File: src/pbq_pkg.sv
// Shared types, constants and pointer arithmetic for the packet buffer queue.
// No dependencies; imported by every module of the block.
package pbq_pkg;

  localparam int unsigned DEPTH   = 16;
  localparam int unsigned ID_BITS = 8;
  localparam int unsigned PTR_W   = (DEPTH > 1) ? $clog2(DEPTH) : 1;
  localparam int unsigned CNT_W   = $clog2(DEPTH + 1);
  localparam int unsigned REQ_W   = 3;
  localparam int unsigned IDP_W   = 8;
  localparam int unsigned LEN_W   = 16;
  localparam int unsigned BYTE_W  = 20;
  localparam int unsigned ECNT_W  = 5;

  localparam logic [REQ_W-1:0] REQ_ENQ     = 3'd0;
  localparam logic [REQ_W-1:0] REQ_DEQ     = 3'd1;
  localparam logic [REQ_W-1:0] REQ_FLUSH   = 3'd2;
  localparam logic [REQ_W-1:0] REQ_REWIND  = 3'd3;
  localparam logic [REQ_W-1:0] REQ_ADVANCE = 3'd4;
  localparam logic [REQ_W-1:0] REQ_QUERY   = 3'd5;

  typedef enum logic [2:0] {
    OP_ENQ,
    OP_DEQ,
    OP_FLUSH,
    OP_REWIND,
    OP_ADVANCE,
    OP_QUERY
  } op_e;

  typedef enum logic [1:0] {
    ST_OK    = 2'd0,
    ST_FULL  = 2'd1,
    ST_EMPTY = 2'd2
  } status_e;

  typedef struct packed {
    op_e               op;
    logic [ID_BITS-1:0] id;
    logic [LEN_W-1:0]  len;
    logic [BYTE_W-1:0] budget;
    logic              all;
  } cmd_t;

  typedef struct packed {
    logic [ID_BITS-1:0] id;
    logic [LEN_W-1:0]   len;
  } entry_t;

  // Ring index plus an offset of at most DEPTH, wrapped into the ring.
  function automatic logic [PTR_W-1:0] wrap_add(logic [PTR_W-1:0] idx,
                                                logic [CNT_W-1:0] off);
    logic [CNT_W:0] s;
    s = {{(CNT_W + 1 - PTR_W){1'b0}}, idx} + {1'b0, off};
    if (s >= (CNT_W + 1)'(DEPTH)) begin
      s = s - (CNT_W + 1)'(DEPTH);
    end
    return s[PTR_W-1:0];
  endfunction

endpackage

File: src/pbq_front.sv
// Front end: accepts requests, decodes them into commands and queues them.
// Depends on pbq_pkg for the command type and request codes.
module pbq_front import pbq_pkg::*; (
  input  logic              clk_i,
  input  logic              rst_ni,
  input  logic              in_valid_i,
  output logic              in_ready_o,
  input  logic [REQ_W-1:0]  req_type_i,
  input  logic [IDP_W-1:0]  buffer_id_i,
  input  logic [LEN_W-1:0]  buffer_length_i,
  input  logic [BYTE_W-1:0] flush_bytes_i,
  input  logic              flush_all_i,
  output logic              cmd_valid_o,
  input  logic              cmd_ready_i,
  output cmd_t              cmd_o
);

  cmd_t       slot_q [2];
  logic       wr_q, wr_d;
  logic       rd_q, rd_d;
  logic [1:0] cnt_q, cnt_d;
  cmd_t       cmd_new;
  logic       push, pop;

  always_comb begin
    unique case (req_type_i)
      REQ_ENQ:     cmd_new.op = OP_ENQ;
      REQ_DEQ:     cmd_new.op = OP_DEQ;
      REQ_FLUSH:   cmd_new.op = OP_FLUSH;
      REQ_REWIND:  cmd_new.op = OP_REWIND;
      REQ_ADVANCE: cmd_new.op = OP_ADVANCE;
      REQ_QUERY:   cmd_new.op = OP_QUERY;
      default:     cmd_new.op = OP_QUERY;
    endcase
    cmd_new.id     = ID_BITS'(buffer_id_i);
    cmd_new.len    = buffer_length_i;
    cmd_new.budget = flush_bytes_i;
    cmd_new.all    = flush_all_i;
  end

  assign in_ready_o  = (cnt_q != 2'd2);
  assign cmd_valid_o = (cnt_q != 2'd0);
  assign cmd_o       = slot_q[rd_q];
  assign push        = in_valid_i && in_ready_o;
  assign pop         = cmd_valid_o && cmd_ready_i;

  always_comb begin
    wr_d  = push ? ~wr_q : wr_q;
    rd_d  = pop ? ~rd_q : rd_q;
    cnt_d = cnt_q + {1'b0, push} - {1'b0, pop};
  end

  always_ff @(posedge clk_i or negedge rst_ni) begin
    if (!rst_ni) begin
      wr_q  <= 1'b0;
      rd_q  <= 1'b0;
      cnt_q <= 2'd0;
    end else begin
      wr_q  <= wr_d;
      rd_q  <= rd_d;
      cnt_q <= cnt_d;
    end
  end

  always_ff @(posedge clk_i) begin
    if (push) begin
      slot_q[wr_q] <= cmd_new;
    end
  end

endmodule

File: src/pbq_back.sv
// Back end: entry store, queue pointers, flush walk and the result register.
// Depends on pbq_pkg for the command and entry types and pointer wrapping.
module pbq_back import pbq_pkg::*; (
  input  logic              clk_i,
  input  logic              rst_ni,
  input  logic              cmd_valid_i,
  output logic              cmd_ready_o,
  input  cmd_t              cmd_i,
  output logic              out_valid_o,
  input  logic              out_ready_i,
  output logic [1:0]        status_o,
  output logic [IDP_W-1:0]  out_id_o,
  output logic [LEN_W-1:0]  out_length_o,
  output logic              released_o,
  output logic              peek_valid_o,
  output logic [IDP_W-1:0]  peek_id_o,
  output logic [LEN_W-1:0]  peek_length_o,
  output logic [ECNT_W-1:0] entry_count_o,
  output logic [BYTE_W-1:0] bytes_held_o,
  output logic              is_empty_o,
  output logic              last_o
);

  localparam logic [1:0] S_IDLE  = 2'd0;
  localparam logic [1:0] S_EMIT  = 2'd1;
  localparam logic [1:0] S_WALK  = 2'd2;
  localparam logic [1:0] S_FEMIT = 2'd3;

  logic [1:0]        state_q, state_d;
  logic [PTR_W-1:0]  head_q, head_d, tail_q, tail_d, emit_q, emit_d;
  logic [CNT_W-1:0]  count_q, count_d, peek_q, peek_d;
  logic [CNT_W-1:0]  walk_q, walk_d, rem_q, rem_d;
  logic [BYTE_W-1:0] bytes_q, bytes_d, budget_q, budget_d, sum_q, sum_d;
  logic              all_q, all_d;
  entry_t            rel_q, rel_d;
  logic              released_q, released_d;
  status_e           status_q, status_d;

  entry_t            mem [DEPTH];
  entry_t            rd_a_q, rd_p_q, wentry;
  logic              we;
  logic [PTR_W-1:0]  addr_a, addr_p;
  logic              take, out_free, out_load;

  logic              out_valid_q;
  status_e           o_status_q, o_status_d;
  entry_t            o_rel_q, o_rel_d;
  logic              o_released_q, o_released_d;
  logic              o_pv_q, o_pv_d;
  entry_t            o_peek_q, o_peek_d;
  logic [CNT_W-1:0]  o_count_q;
  logic [BYTE_W-1:0] o_bytes_q;
  logic              o_last_q, o_last_d;

  assign cmd_ready_o = (state_q == S_IDLE);
  assign out_free    = !out_valid_q || out_ready_i;
  assign wentry      = '{id: cmd_i.id, len: cmd_i.len};
  assign take        = (walk_q < count_q) &&
                       (all_q || ((budget_q != '0) && (BYTE_W'(rd_a_q.len) <= budget_q)));

  always_comb begin
    state_d    = state_q;
    head_d     = head_q;
    tail_d     = tail_q;
    emit_d     = emit_q;
    count_d    = count_q;
    peek_d     = peek_q;
    walk_d     = walk_q;
    rem_d      = rem_q;
    bytes_d    = bytes_q;
    budget_d   = budget_q;
    sum_d      = sum_q;
    all_d      = all_q;
    rel_d      = rel_q;
    released_d = released_q;
    status_d   = status_q;
    we         = 1'b0;
    out_load   = 1'b0;
    o_status_d   = ST_OK;
    o_rel_d      = '0;
    o_released_d = 1'b0;
    o_last_d     = 1'b1;
    unique case (state_q)
      S_IDLE: begin
        if (cmd_valid_i) begin
          state_d    = S_EMIT;
          released_d = 1'b0;
          status_d   = ST_OK;
          unique case (cmd_i.op)
            OP_ENQ: begin
              if (count_q == CNT_W'(DEPTH)) begin
                status_d = ST_FULL;
              end else begin
                we      = 1'b1;
                tail_d  = wrap_add(tail_q, CNT_W'(1));
                count_d = count_q + CNT_W'(1);
                bytes_d = bytes_q + BYTE_W'(cmd_i.len);
              end
            end
            OP_DEQ: begin
              if (count_q == '0) begin
                status_d = ST_EMPTY;
              end else begin
                released_d = 1'b1;
                rel_d      = rd_a_q;
                head_d     = wrap_add(head_q, CNT_W'(1));
                count_d    = count_q - CNT_W'(1);
                bytes_d    = bytes_q - BYTE_W'(rd_a_q.len);
                peek_d     = (peek_q != '0) ? peek_q - CNT_W'(1) : '0;
              end
            end
            OP_FLUSH: begin
              state_d  = S_WALK;
              walk_d   = '0;
              budget_d = cmd_i.budget;
              sum_d    = '0;
              all_d    = cmd_i.all;
            end
            OP_REWIND: begin
              peek_d = '0;
            end
            OP_ADVANCE: begin
              if (peek_q < count_q) begin
                peek_d = peek_q + CNT_W'(1);
              end
            end
            default: ;
          endcase
        end
      end
      S_EMIT: begin
        if (out_free) begin
          out_load     = 1'b1;
          o_status_d   = status_q;
          o_released_d = released_q;
          o_rel_d      = released_q ? rel_q : '0;
          state_d      = S_IDLE;
        end
      end
      S_WALK: begin
        if (take) begin
          walk_d   = walk_q + CNT_W'(1);
          budget_d = budget_q - BYTE_W'(rd_a_q.len);
          sum_d    = sum_q + BYTE_W'(rd_a_q.len);
        end else if (walk_q == '0) begin
          state_d = S_EMIT;
        end else begin
          head_d  = wrap_add(head_q, walk_q);
          count_d = count_q - walk_q;
          bytes_d = bytes_q - sum_q;
          peek_d  = (peek_q > walk_q) ? peek_q - walk_q : '0;
          emit_d  = head_q;
          rem_d   = walk_q;
          state_d = S_FEMIT;
        end
      end
      S_FEMIT: begin
        if (out_free) begin
          out_load     = 1'b1;
          o_released_d = 1'b1;
          o_rel_d      = rd_a_q;
          o_last_d     = (rem_q == CNT_W'(1));
          emit_d       = wrap_add(emit_q, CNT_W'(1));
          rem_d        = rem_q - CNT_W'(1);
          if (rem_q == CNT_W'(1)) begin
            state_d = S_IDLE;
          end
        end
      end
      default: state_d = S_IDLE;
    endcase
    o_pv_d   = (peek_q < count_q);
    o_peek_d = o_pv_d ? rd_p_q : '0;
  end

  // Read port A follows the head, the flush walk and the release sweep.
  always_comb begin
    addr_a = head_d;
    if (state_q == S_WALK) begin
      addr_a = take ? wrap_add(head_q, walk_q + CNT_W'(1)) : head_q;
    end else if (state_q == S_FEMIT) begin
      addr_a = (out_free && (rem_q == CNT_W'(1))) ? head_q : emit_d;
    end
    addr_p = wrap_add(head_d, peek_d);
  end

  always_ff @(posedge clk_i) begin
    if (we) begin
      mem[tail_q] <= wentry;
    end
    rd_a_q <= (we && (tail_q == addr_a)) ? wentry : mem[addr_a];
    rd_p_q <= (we && (tail_q == addr_p)) ? wentry : mem[addr_p];
  end

  always_ff @(posedge clk_i or negedge rst_ni) begin
    if (!rst_ni) begin
      state_q     <= S_IDLE;
      head_q      <= '0;
      tail_q      <= '0;
      count_q     <= '0;
      peek_q      <= '0;
      bytes_q     <= '0;
      walk_q      <= '0;
      rem_q       <= '0;
      emit_q      <= '0;
      released_q  <= 1'b0;
      status_q    <= ST_OK;
      out_valid_q <= 1'b0;
    end else begin
      state_q    <= state_d;
      head_q     <= head_d;
      tail_q     <= tail_d;
      count_q    <= count_d;
      peek_q     <= peek_d;
      bytes_q    <= bytes_d;
      walk_q     <= walk_d;
      rem_q      <= rem_d;
      emit_q     <= emit_d;
      released_q <= released_d;
      status_q   <= status_d;
      if (out_load) begin
        out_valid_q <= 1'b1;
      end else if (out_ready_i) begin
        out_valid_q <= 1'b0;
      end
    end
  end

  always_ff @(posedge clk_i) begin
    budget_q <= budget_d;
    sum_q    <= sum_d;
    all_q    <= all_d;
    rel_q    <= rel_d;
    if (out_load) begin
      o_status_q   <= o_status_d;
      o_rel_q      <= o_rel_d;
      o_released_q <= o_released_d;
      o_pv_q       <= o_pv_d;
      o_peek_q     <= o_peek_d;
      o_count_q    <= count_q;
      o_bytes_q    <= bytes_q;
      o_last_q     <= o_last_d;
    end
  end

  assign out_valid_o   = out_valid_q;
  assign status_o      = o_status_q;
  assign out_id_o      = IDP_W'(o_rel_q.id);
  assign out_length_o  = o_rel_q.len;
  assign released_o    = o_released_q;
  assign peek_valid_o  = o_pv_q;
  assign peek_id_o     = IDP_W'(o_peek_q.id);
  assign peek_length_o = o_peek_q.len;
  assign entry_count_o = ECNT_W'(o_count_q);
  assign bytes_held_o  = o_bytes_q;
  assign is_empty_o    = (o_count_q == '0);
  assign last_o        = o_last_q;

endmodule

File: src/packet_buffer_queue_with_replay.sv
// Packet buffer queue with replay position: top level joining front and back.
// Enqueue, dequeue, rewind, advance and query go through the back-end emit state;
// the result is registered, and no new command is taken until it is loaded.
// A flush gives a result per released entry, or one alone if it releases none.
// Reset clears pointers, counts, byte total, peek position and the valid handshakes;
// the entry store holds no defined contents until written. Depends on pbq_pkg.
module packet_buffer_queue_with_replay import pbq_pkg::*; (
  input  logic              clk_i,
  input  logic              rst_ni,
  input  logic              in_valid_i,
  output logic              in_ready_o,
  input  logic [REQ_W-1:0]  req_type_i,
  input  logic [IDP_W-1:0]  buffer_id_i,
  input  logic [LEN_W-1:0]  buffer_length_i,
  input  logic [BYTE_W-1:0] flush_bytes_i,
  input  logic              flush_all_i,
  output logic              out_valid_o,
  input  logic              out_ready_i,
  output logic [1:0]        status_o,
  output logic [IDP_W-1:0]  out_id_o,
  output logic [LEN_W-1:0]  out_length_o,
  output logic              released_o,
  output logic              peek_valid_o,
  output logic [IDP_W-1:0]  peek_id_o,
  output logic [LEN_W-1:0]  peek_length_o,
  output logic [ECNT_W-1:0] entry_count_o,
  output logic [BYTE_W-1:0] bytes_held_o,
  output logic              is_empty_o,
  output logic              last_o
);

  logic cmd_valid;
  logic cmd_ready;
  cmd_t cmd;

  pbq_front u_front (
    .clk_i           (clk_i),
    .rst_ni          (rst_ni),
    .in_valid_i      (in_valid_i),
    .in_ready_o      (in_ready_o),
    .req_type_i      (req_type_i),
    .buffer_id_i     (buffer_id_i),
    .buffer_length_i (buffer_length_i),
    .flush_bytes_i   (flush_bytes_i),
    .flush_all_i     (flush_all_i),
    .cmd_valid_o     (cmd_valid),
    .cmd_ready_i     (cmd_ready),
    .cmd_o           (cmd)
  );

  pbq_back u_back (
    .clk_i         (clk_i),
    .rst_ni        (rst_ni),
    .cmd_valid_i   (cmd_valid),
    .cmd_ready_o   (cmd_ready),
    .cmd_i         (cmd),
    .out_valid_o   (out_valid_o),
    .out_ready_i   (out_ready_i),
    .status_o      (status_o),
    .out_id_o      (out_id_o),
    .out_length_o  (out_length_o),
    .released_o    (released_o),
    .peek_valid_o  (peek_valid_o),
    .peek_id_o     (peek_id_o),
    .peek_length_o (peek_length_o),
    .entry_count_o (entry_count_o),
    .bytes_held_o  (bytes_held_o),
    .is_empty_o    (is_empty_o),
    .last_o        (last_o)
  );

`ifndef SYNTHESIS
  a_single_unreleased : assert property (@(posedge clk_i) disable iff (!rst_ni)
    out_valid_o && !released_o |-> last_o)
    else $error("result without a released buffer is not the last of its item");

  a_error_no_release : assert property (@(posedge clk_i) disable iff (!rst_ni)
    out_valid_o && (status_o != ST_OK) |-> !released_o && last_o)
    else $error("error result hands back a buffer");

  a_peek_needs_entry : assert property (@(posedge clk_i) disable iff (!rst_ni)
    out_valid_o && peek_valid_o |-> (entry_count_o != '0) && !is_empty_o)
    else $error("peek entry reported on an empty queue");

  a_cmd_held : assert property (@(posedge clk_i) disable iff (!rst_ni)
    cmd_valid && !cmd_ready |=> cmd_valid)
    else $error("queued command lost before transfer to back end");
`endif

endmodule
File: config.mk
export PLATFORM = sky130hd
export DESIGN_NAME = packet_buffer_queue_with_replay
export DESIGN_NICKNAME = d
export VERILOG_FILES = /design/src/pbq_pkg.sv /design/src/pbq_front.sv /design/src/pbq_back.sv /design/src/packet_buffer_queue_with_replay.sv
export SDC_FILE = /design/constraint.sdc
export NUM_CORES = 1
export LEC_CHECK = 0
export ABC_CLOCK_PERIOD_IN_PS = 7700
export BUFFER_PORTS_ARGS = -buffer_cell sky130_fd_sc_hd__buf_2
export CORE_MARGIN = 3
export CORE_UTILIZATION = 35
export DETAILED_ROUTE_END_ITERATION = 8
export PLACE_DENSITY = 0.62
export SLEW_MARGIN = 20
export SYNTH_ARGS = -nofsm -noshare
export SYNTH_HDL_FRONTEND = slang
export SYNTH_SLANG_ARGS = --single-unit
File: constraint.sdc
create_clock -name clk_i -period 7.7 [get_ports clk_i]
set_clock_uncertainty 0.15 [all_clocks]
set_input_delay 0.77 -clock clk_i [delete_from_list [all_inputs] [get_ports clk_i]]
set_output_delay 0.77 -clock clk_i [all_outputs]
set_load 0.02 [all_outputs]
==> out/metrics.yaml, run 1 <==
routing:
  drtIter0Drc: 2074
  vias_per_cell: 5.69
  ant_nets: 0
  firstDrtPassIters: 5
  drc: 0
  totalWireLength_um: 90800
  wl_per_cell_um: 25.2
  via_count: 20500
logic_synthesis:
  yosysUniqueCellTypes: 80
  async_reset_ff_frac: 0.0895
  ys_ff_latch: 693
  synth_area_um2: 33600
  yosys.area.top_type: "edfxtp_1"
  yosysWarnings: 0
  synth_enable_flop_cells: 623
  synth_top_flop_cell: "edfxtp_1"
  synth_area_per_cell_um2: 15.7
  synth.net_count: 2295
  syn-instance-count: 2141
  synthTopCellsByArea: "edfxtp_1, mux4_2, dfrtp_1"
  netlist.area_leader.share: 0.556
  seq_area_frac_synth: 0.607
grt:
  grt_usage: 0.182
  grt_pass1_wl_um: 136000
  grt_pass1_vias: 20900
  grt_max_degree: 63
  antenna_found_initial: 8
  grt_overflow: 0
timing:
  period_share: 0.829
  max_freq_mhz: 157
  finalSetupViolations: 0
  timing.hold.ws_ns: 0.184
  finalHoldViolations: 0
  slew_headroom: 0.319
  tightest_slew_ns: 1.02
  setup_tns_ns: 0
  rsz0062_at_grt: "no"
  period_minus_slack_ns: 6.38
  slew_violations: 0
setup_path:
  startpoint_type: "flip-flop"
  cp.required_ns: 8.03
  crit_path_end_kind: "flip-flop"
  crit_type: "flip-flop to flip-flop"
  crit_fanout: 43
  arrival_ns: 6.71
clocking:
  clk_path_buf_depth: 3
  clock-sinks: 693
  cts-root-buf: "clkbuf_16"
  htreeDepth: 3
  cts_made_buffers: 73
  cts_setup_buffers: 0
  clk_latency_ns: 0.63
  postCtsHoldBufs: 0
  cts.repair.resized: 0
  path_clk_slew_ns: 0.06
  cts_tree: "done"
die:
  die_w_um: 316
  core_um2: 95200
  die_y_um: 316
  pin_count: 133
  row_count: 113
  start_util: 0.353
  dieArea_um2: 99800
pwr:
  intPower_w: 0.0102
  clockPowerShare: 0.216
  power.density_nw_per_um2: 431
  p_leak_nw: 13.1
  comb_power_share: 0.434
  p_switching_w: 0.00630
  peakVddDrop_uv: 216
  swShare: 0.383
  seqPwrFrac: 0.351
placed_design:
  hpwlAfterDp_um: 59600
  gp_congestion: 0.883
  portBuffers: 132
finish:
  drive_gt1_frac: 0.255
  final_common_cell: "edfxtp_1"
  post-route-util: 0.402
  syn2layout_area_growth_pct: 13.7
  final_nets: 2430
  layout_common_cells: "edfxtp_1, mux4_2, buf_2"
min_path:
  hold_path.class: "primary input to flip-flop"
job:
  maxCapViolCount: 0
outcome:
  run_status: "finished, final reports clean"
cell usage after synthesis (all sizes together), types with 8 or more instances:
cell / count
o21bai: 9
o21ai: 97
a31oi: 19
mux2: 27
edfxtp: 623
o21a: 8
mux4: 240
fa: 9
ha: 93
a211oi: 29
nor2: 97
and3: 14
o211ai: 8
a22o: 11
clkbuf: 79
nand3: 26
and2: 48
dfrtp: 62
a21o: 26
xor2: 27
nor3: 37
inv: 75
nand2b: 9
a21oi: 100
xnor2: 56
or3: 9
buf: 34
dfxtp: 8
nand2: 120
nor2b: 16
mux2i: 25
nand4: 13
power by group through the flow:
stage / Sequential [W] / Clock, W / Combinational, W
3_5_place_dp: 0.00585 / 0 / 0.00710
4_1_cts: 0.00578 / 0.00363 / 0.00715
5_1_grt: 0.00586 / 0.00379 / 0.00779
6_report: 0.00577 / 0.00355 / 0.00714
3_3_place_gp: 0.00583 / 0 / 0.00696
2_1_floorplan: 0.00568 / 0 / 0.00510
path summary, 6_finish.rpt:
path | start | end | slack [ns] | cells after the start
worst max-delay path | flip-flop | flip-flop | 1.32 | 17
worst min-delay path | buffer_length_i[2] | u_front.slot_q[1][23] | 0.18 | 1
worst max register to register | flip-flop | flip-flop | 1.32 | 17
worst min register to register | u_back.bytes_q[19] | u_back.bytes_q[19] | 0.33 | 1
max in group asynchronous | rst_ni | u_front.rd_q | 6.60 | 2
min in group asynchronous | rst_ni | u_back.peek_q[3] | 0.19 | 2
per-stage QoR:
stage	area, µm²	worst slack (ns)	power, W	instances
global route	38200	0.885	0.0174	3598
global placement	35800	1.57	0.0128	3466
floorplan	33600	1.30	0.0108	2141
finish	38200	1.32	0.0165	3598
CTS	38200	1.29	0.0166	3597
detailed placement	35800	1.37	0.0130	3466
registers in the layout, summed over array words and instances, names as in the netlist, 5 cells and up, named ones only:
| name | cells |
|---|---|
| u_back.budget_q | 20 |
| u_back.bytes_held_o | 20 |
| u_back.bytes_q | 20 |
| u_back.count_q | 5 |
| u_back.entry_count_o | 5 |
| u_back.mem | 384 |
| u_back.out_id_o | 8 |
| u_back.out_length_o | 16 |
| u_back.peek_id_o | 8 |
| u_back.peek_length_o | 16 |
| u_back.rel_q | 24 |
| u_back.rem_q | 5 |
| u_back.sum_q | 20 |
| u_back.walk_q | 5 |
| u_front.slot_q | 96 |
layer usage:
metal	vias to the layer above	part of all wire	global-route usage
li1	8817	-	-
met1	10600	0.41	0.246
met2	864	0.49	0.302
met3	156	0.070	0.0263
met4	4	0.030	0.0629
met5	-	0.00024	0
kinds of logic after synthesis:
group | share of synthesized area
adders and majority gates | 0.0400
DFF | 0.607
and+or+nand+nor | 0.0623
muxes | 0.177
AOI/OAI and AO/OA | 0.0688
buffers and inverters | 0.0218
xor gates and xnor gates | 0.0225
critical path, cell delays in order (launching register included):
cell and delay (ns):
dfxtp_4 0.92, mux4_2 0.61, mux4_2 0.61, ha_1 0.28, fa_1 0.40, nor2b_1 0.21, o21bai_1 0.15, a221o_1 0.35
nand2_1 0.16, o31ai_4 0.16, o21ai_2 0.61, nor2_1 0.18, a22o_1 0.22, a21oi_1 0.32, ha_1 0.31, a21o_1 0.17
a21oi_1 0.16, xnor3_1 0.24
final cells by class:
class / count / area (µm²)
Timing Repair Buffer: 173 / 981
Clock buffer: 88 / 1980
Multi-Input combinational cell: 1260 / 12500
Clock inverter: 43 / 438
Antenna cell: 1 / 2.50
Sequential cell: 693 / 20400
Fill cell: 8548 / 56900
Inverter: 75 / 284
Tap cell: 1265 / 1580
Power figures use the tool's default switching activity.
==> inputs of run 2 (changes only) <==
--- a/config.mk
+++ b/config.mk
@@ -5,7 +5,7 @@
 export SDC_FILE = /design/constraint.sdc
 export NUM_CORES = 1
 export LEC_CHECK = 0
-export ABC_CLOCK_PERIOD_IN_PS = 7700
+export ABC_CLOCK_PERIOD_IN_PS = 6200
 export BUFFER_PORTS_ARGS = -buffer_cell sky130_fd_sc_hd__buf_2
 export CORE_MARGIN = 3
 export CORE_UTILIZATION = 35
==> constraint.sdc (replaced) <==
create_clock -name clk_i -period 6.2 [get_ports clk_i]
set_clock_uncertainty 0.15 [all_clocks]
set_input_delay 0.62 -clock clk_i [delete_from_list [all_inputs] [get_ports clk_i]]
set_output_delay 0.62 -clock clk_i [all_outputs]
set_load 0.02 [all_outputs]
==> out/metrics.yaml, run 2 (same netlist as run 1, synthesis figures left out) <==
setup_path:
  rrSetupSlack_ns: 0.74  # was 1.32 ns
  crit_fanout: 28  # was 43
  startpoint_type: "flip-flop"  # unchanged
  cp.required_ns: 6.55  # was 8.03 ns
  crit_path_end_kind: "flip-flop"  # unchanged
  arrival_ns: 5.82  # was 6.71 ns
  crit_type: "flip-flop to flip-flop"  # unchanged
finish:
  syn2layout_area_growth_pct: 14.8  # was 13.7%
  final_common_cell: "edfxtp_1"  # unchanged
  design_area_um2: 38600  # was 38,200 µm²
  final-instance-count-excl-fill: 3621  # was 3,598
  top_register: "u_back.mem"  # unchanged
  layout_common_cells: "edfxtp_1, mux4_2, buf_2"  # unchanged
  final_nets: 2452  # was 2,430
  top_regs: "u_back.mem x384, u_front.slot_q x96, u_back.rel_q x24"  # unchanged
  drive_gt1_frac: 0.257  # was 0.255
  largest_register_ff_count: 384  # unchanged
  num_antenna_cells: 0  # was 1
  post-route-util: 0.406  # was 0.402
routing:
  drc: 0  # unchanged
  totalWireLength_um: 91600  # was 90,800 µm
  vias_per_cell: 5.63  # was 5.69
  drtIter0Drc: 2092  # was 2,074
  firstDrtPassIters: 5  # unchanged
  ant_nets: 0  # unchanged
  wl_per_cell_um: 25.3  # was 25.2 µm
  via_count: 20400  # was 20,500
timing:
  finalHoldViolations: 0  # unchanged
  period_minus_slack_ns: 5.46  # was 6.38 ns
  max_freq_mhz: 183  # was 157 MHz
  rsz0062_at_grt: "no"  # unchanged
  setup_tns_ns: 0  # unchanged
  period_share: 0.881  # was 0.829
  slew_headroom: 0.285  # was 0.319
  finalSetupViolations: 0  # unchanged
  tightest_slew_ns: 1.07  # was 1.02 ns
  slew_violations: 0  # unchanged
pwr:
  p_switching_w: 0.00790  # was 0.00630 W
  clockPowerShare: 0.224  # was 0.216
  intPower_w: 0.0128  # was 0.0102 W
  peakVddDrop_uv: 341  # was 216 µV
  seqPwrFrac: 0.339  # was 0.351
  power.density_nw_per_um2: 537  # was 431 nW/µm²
  swShare: 0.381  # was 0.383
  comb_power_share: 0.437  # was 0.434
  p_leak_nw: 13.3  # was 13.1 nW
grt:
  antenna_found_initial: 4  # was 8
  grt_pass1_wl_um: 136000  # about the same
  grt_pass1_vias: 21000  # was 20,900
  grt_overflow: 0  # unchanged
  grt_max_degree: 97  # was 63
  grt_usage: 0.183  # was 0.182
clocking:
  htreeDepth: 3  # unchanged
  cts_made_buffers: 74  # was 73
  clk_path_buf_depth: 3  # unchanged
  clock-sinks: 693  # unchanged
  clk_latency_ns: 0.65  # was 0.63 ns
  cts_setup_buffers: 0  # unchanged
  path_clk_slew_ns: 0.06  # about the same
  cts-root-buf: "clkbuf_16"  # unchanged
  cts_tree: "done"  # unchanged
min_path:
  hold_path.class: "primary input to flip-flop"  # unchanged
die:
  die_w_um: 316  # unchanged
  row_count: 113  # unchanged
  pin_count: 133  # unchanged
  start_util: 0.353  # unchanged
  die_y_um: 316  # unchanged
  dieArea_um2: 99800  # unchanged
  core_um2: 95200  # unchanged
placed_design:
  gp_congestion: 0.896  # was 0.883
  portBuffers: 132  # unchanged
  placed_area_um2: 35900  # was 35,800 µm²
  dp.cells: 3477  # was 3,466
  hpwlAfterDp_um: 59800  # was 59,600 µm
outcome:
  run_status: "finished, final reports clean"  # unchanged
job:
  maxCapViolCount: 0  # unchanged
run 2: changes by cell type in the layout (fill, tap and decap cells not counted), sizes merged:
cell,delta
dlygate4sd3,+10
clkinvlp,+6
inv,+1
clkinv,-10
bufinv,+3
clkbuf,+3
buf,+11
diode,-1
run 2: critical path, stage by stage (launching register included):
cell and delay (ns):
dfxtp_4 0.44, buf_12 0.26, mux4_2 0.54, mux4_2 0.57, fa_1 0.47, nor2b_1 0.24
o21bai_1 0.15, a221o_1 0.34, nand2_1 0.16, o31ai_4 0.15, o21ai_2 0.33, buf_4 0.23
nand2_1 0.06, a31oi_1 0.18, o22a_1 0.23, ha_1 0.25, a21o_1 0.17, a21oi_1 0.15
xnor3_1 0.22
run 2: power by group through the flow:
stage | combinational (W) | sequential (W) | clock (W)
floorplan | 0.00633 | 0.00705 | 0
global placement | 0.00886 | 0.00712 | 0
detailed placement | 0.00903 | 0.00714 | 0
CTS | 0.00910 | 0.00705 | 0.00475
global route | 0.00990 | 0.00713 | 0.00493
finish | 0.00906 | 0.00704 | 0.00464
run 2: through the flow:
stage / total power [W] / hold WS [ns] / worst slack (ns)
finish: 0.0207 / 0.0321 / 0.735
global route: 0.0220 / 0.0180 / 0.389
CTS: 0.0209 / 0.00310 / 0.712
detailed placement: 0.0162 / 0.325 / 0.765
global placement: 0.0160 / 0.318 / 0.822
floorplan: 0.0134 / 0.174 / 0.533
run 2: layout make-up:
class,instances,area [µm²]
Clock inverter,43,556
Tap cell,1265,1580
Clock buffer,91,2000
Sequential cell,693,20400
Fill cell,8514,56600
Multi-Input combinational cell,1260,12500
Inverter,75,284
Timing Repair Buffer,194,1230
run 2: path summary, 6_finish.rpt:
| check | startpoint | end | depth (start not counted) |
|---|---|---|---|
| hold / removal | buffer_length_i[14] | u_front.slot_q[0][35] | 1 |
| min in group asynchronous | rst_ni | asynchronous set/reset pin | 2 |
| hold reg to reg | u_back.bytes_q[19] | u_back.bytes_q[19] | 1 |
| setup reg to reg | flip-flop | flip-flop | 18 |
| setup / recovery | flip-flop | flip-flop | 18 |
| max in group asynchronous | rst_ni | u_front.rd_q | 2 |
run 2: what timing repair did:
item | CTS | global route
endpoints found under the hold margin | 20 | 0
resized for setup | 0 | 0
endpoints found under the setup margin | 0 | 0
hold buffers | 10 | 0
run 2: layer usage:
metal / track usage / wire length (µm)
met5: 0 / 13
met4: 0.0706 / 3220
met3: 0.0357 / 6900
met2: 0.293 / 43600
met1: 0.247 / 37800
==> inputs of run 3 (changes only) <==
--- a/config.mk
+++ b/config.mk
@@ -6,11 +6,11 @@
 export NUM_CORES = 1
 export LEC_CHECK = 0
 export ABC_CLOCK_PERIOD_IN_PS = 6200
-export BUFFER_PORTS_ARGS = -buffer_cell sky130_fd_sc_hd__buf_2
 export CORE_MARGIN = 3
-export CORE_UTILIZATION = 35
+export CORE_UTILIZATION = 30
 export DETAILED_ROUTE_END_ITERATION = 8
-export PLACE_DENSITY = 0.62
+export DONT_BUFFER_PORTS = 1
+export PLACE_DENSITY = 0.5
 export SLEW_MARGIN = 20
 export SYNTH_ARGS = -nofsm -noshare
 export SYNTH_HDL_FRONTEND = slang
==> out/metrics.yaml, run 3 (same netlist as run 1, synthesis figures left out) <==
outcome:
  run_status: "finished, final reports clean"  # unchanged
finish:
  drive_gt1_frac: 0.210  # was 0.257
  final_common_cell: "edfxtp_1"  # unchanged
  final-instance-count-excl-fill: 3767  # was 3,621
  top_regs: "u_back.mem x384, u_front.slot_q x96, u_back.rel_q x24"  # unchanged
  design_area_um2: 38700  # was 38,600 µm²
  largest_register_ff_count: 384  # unchanged
  fill_cells: 10500  # was 8,514
  syn2layout_area_growth_pct: 15.1  # was 14.8%
  final_nets: 2368  # was 2,452
  layout_common_cells: "edfxtp_1, mux4_2, nand2_1"  # was edfxtp_1, mux4_2, buf_2
  top_register: "u_back.mem"  # unchanged
clocking:
  cts-root-buf: "clkbuf_16"  # unchanged
  cts.repair.resized: 0  # unchanged
  clock-sinks: 693  # unchanged
  cts_made_buffers: 75  # was 74
  htreeDepth: 3  # unchanged
  cts_tree: "done"  # unchanged
  path_clk_slew_ns: 0.07  # was 0.06 ns
  clk_path_buf_depth: 3  # unchanged
  clk_latency_ns: 0.64  # was 0.65 ns
grt:
  grt_pass1_wl_um: 140000  # was 136,000 µm
  grt_usage: 0.162  # was 0.183
  grt_overflow: 0  # unchanged
  grt_max_degree: 65  # was 97
  antenna_found_initial: 5  # was 4
  grt_pass1_vias: 20600  # was 21,000
pwr:
  p_leak_nw: 12.9  # was 13.3 nW
  peakVddDrop_uv: 233  # was 341 µV
  power.density_nw_per_um2: 535  # was 537 nW/µm²
routing:
  totalWireLength_um: 95200  # was 91,600 µm
  firstDrtPassIters: 5  # unchanged
  vias_per_cell: 5.28  # was 5.63
  drc: 0  # unchanged
  drtIter0Drc: 1466  # was 2,092
  ant_nets: 0  # unchanged
  wl_per_cell_um: 25.3  # about the same
  via_count: 19900  # was 20,400
die:
  pin_count: 133  # unchanged
  row_count: 122  # was 113
  dieArea_um2: 116000  # was 99,800 µm²
  start_util: 0.303  # was 0.353
  die_y_um: 341  # was 316 µm
  die_w_um: 341  # was 316 µm
  core_um2: 111000  # was 95,200 µm²
setup_path:
  crit_fanout: 20  # was 28
  cp_top_family: "compound AO/OA/AOI/OAI gates"  # unchanged
  crit_type: "flip-flop to flip-flop"  # unchanged
  cp.required_ns: 6.57  # was 6.55 ns
  cp_slowest_stage_delay_ns: 0.57  # about the same
  cp_cell_sequence: "buf_12 > mux4_2 > mux4_2 > inv_1 > ha_1 > a21o_1 > a21o_1 > a21oi_2 > nand2_1 > o31ai_4 > o21ai_2 > buf_4 > nor4_1 > a211oi_1 > a221oi_1 > ha_1 > fa_1"  # was buf_12 > mux4_2 > mux4_2 > fa_1 > nor2b_1 > o21bai_1 > a221o_1 > nand2_1 > o31ai_4 > o21ai_2 > buf_4 > nand2_1 > a31oi_1 > o22a_1 > ha_1 > a21o_1 > a21oi_1 > xnor3_1
  startpoint_type: "flip-flop"  # unchanged
  critPathBufInv: 3  # was 2
  cp_slowest_cell: "mux4_2"  # unchanged
  arrival_ns: 6.06  # was 5.82 ns
  crit_path_end_kind: "flip-flop"  # unchanged
timing:
  period_minus_slack_ns: 5.69  # was 5.46 ns
  tightest_slew_ns: 1.09  # was 1.07 ns
  slew_violations: 0  # unchanged
  finalHoldViolations: 0  # unchanged
  period_share: 0.917  # was 0.881
  finalSetupViolations: 0  # unchanged
  rsz0062_at_grt: "no"  # unchanged
  slew_headroom: 0.276  # was 0.285
  setup_tns_ns: 0  # unchanged
  max_freq_mhz: 176  # was 183 MHz
placed_design:
  hpwlAfterDp_um: 62000  # was 59,800 µm
  placed_area_um2: 35600  # was 35,900 µm²
  portBuffers: 0  # was 132
  dp.cells: 3577  # was 3,477
  gp_congestion: 0.856  # was 0.896
job:
  maxCapViolCount: 0  # unchanged
min_path:
  hold_path.class: "primary input to flip-flop"  # unchanged
run 3: power breakdown:
group	leakage, nW	internal [W]	switching (W)
Sequential	6.53	0.00642	0.00101
Clock	1.24	0.00275	0.00193
Combinational	5.17	0.00360	0.00501
run 3: final timing paths:
check	startpoint	to	slack, ns	depth (start not counted)
worst max-delay path	flip-flop	flip-flop	0.51	17
worst min-delay path	req_type_i[0]	u_front.slot_q[0][45]	0.05	1
worst max register to register	flip-flop	flip-flop	0.51	17
worst min register to register	u_back.bytes_q[0]	u_back.bytes_held_o[0]	0.32	0
max in group asynchronous	rst_ni	u_front.rd_q	5.21	2
min in group asynchronous	rst_ni	u_back.status_q[1]	0.38	2
run 3: repair_timing:
| item | 4_1_cts | 5_1_grt |
|---|---|---|
| endpoints found under the hold margin | 156 | 0 |
| buffers inserted | 0 | 0 |
| hold buffers | 48 | 0 |
run 3: layout make-up:
cell class,instances,area (µm²),area share
clock buffer,92,2000,0.0518
sequential,693,20400,0.528
clock inverter,46,574,0.0148
timing repair buffer,109,1020,0.0263
multi-input combinational,1260,12500,0.323
inverter,75,284,0.00734
antenna,4,10.0,0.000259
tap,1488,1860,0.0481
run 3: per-stage QoR:
step | power [W] | utilization | setup slack (ns) | hold WS [ns]
CTS | 0.0209 | 0.349 | 0.460 | 0.00417
global route | 0.0220 | 0.349 | 0.165 | 0.0387
floorplan | 0.0134 | - | 0.533 | 0.174
finish | 0.0207 | 0.349 | 0.515 | 0.0516
global placement | 0.0160 | 0.321 | 0.632 | 0.179
detailed placement | 0.0161 | 0.321 | 0.478 | 0.179
run 3: per-layer routing:
metal | routed length [µm] | up-vias | share of wire | GRT usage
li1 | - | 8677 | - | -
met1 | 40800 | 10400 | 0.43 | 0.215
met2 | 47000 | 672 | 0.49 | 0.275
met3 | 5100 | 123 | 0.054 | 0.0279
met4 | 2200 | 4 | 0.023 | 0.0466
met5 | 27 | - | 0.00028 | 0
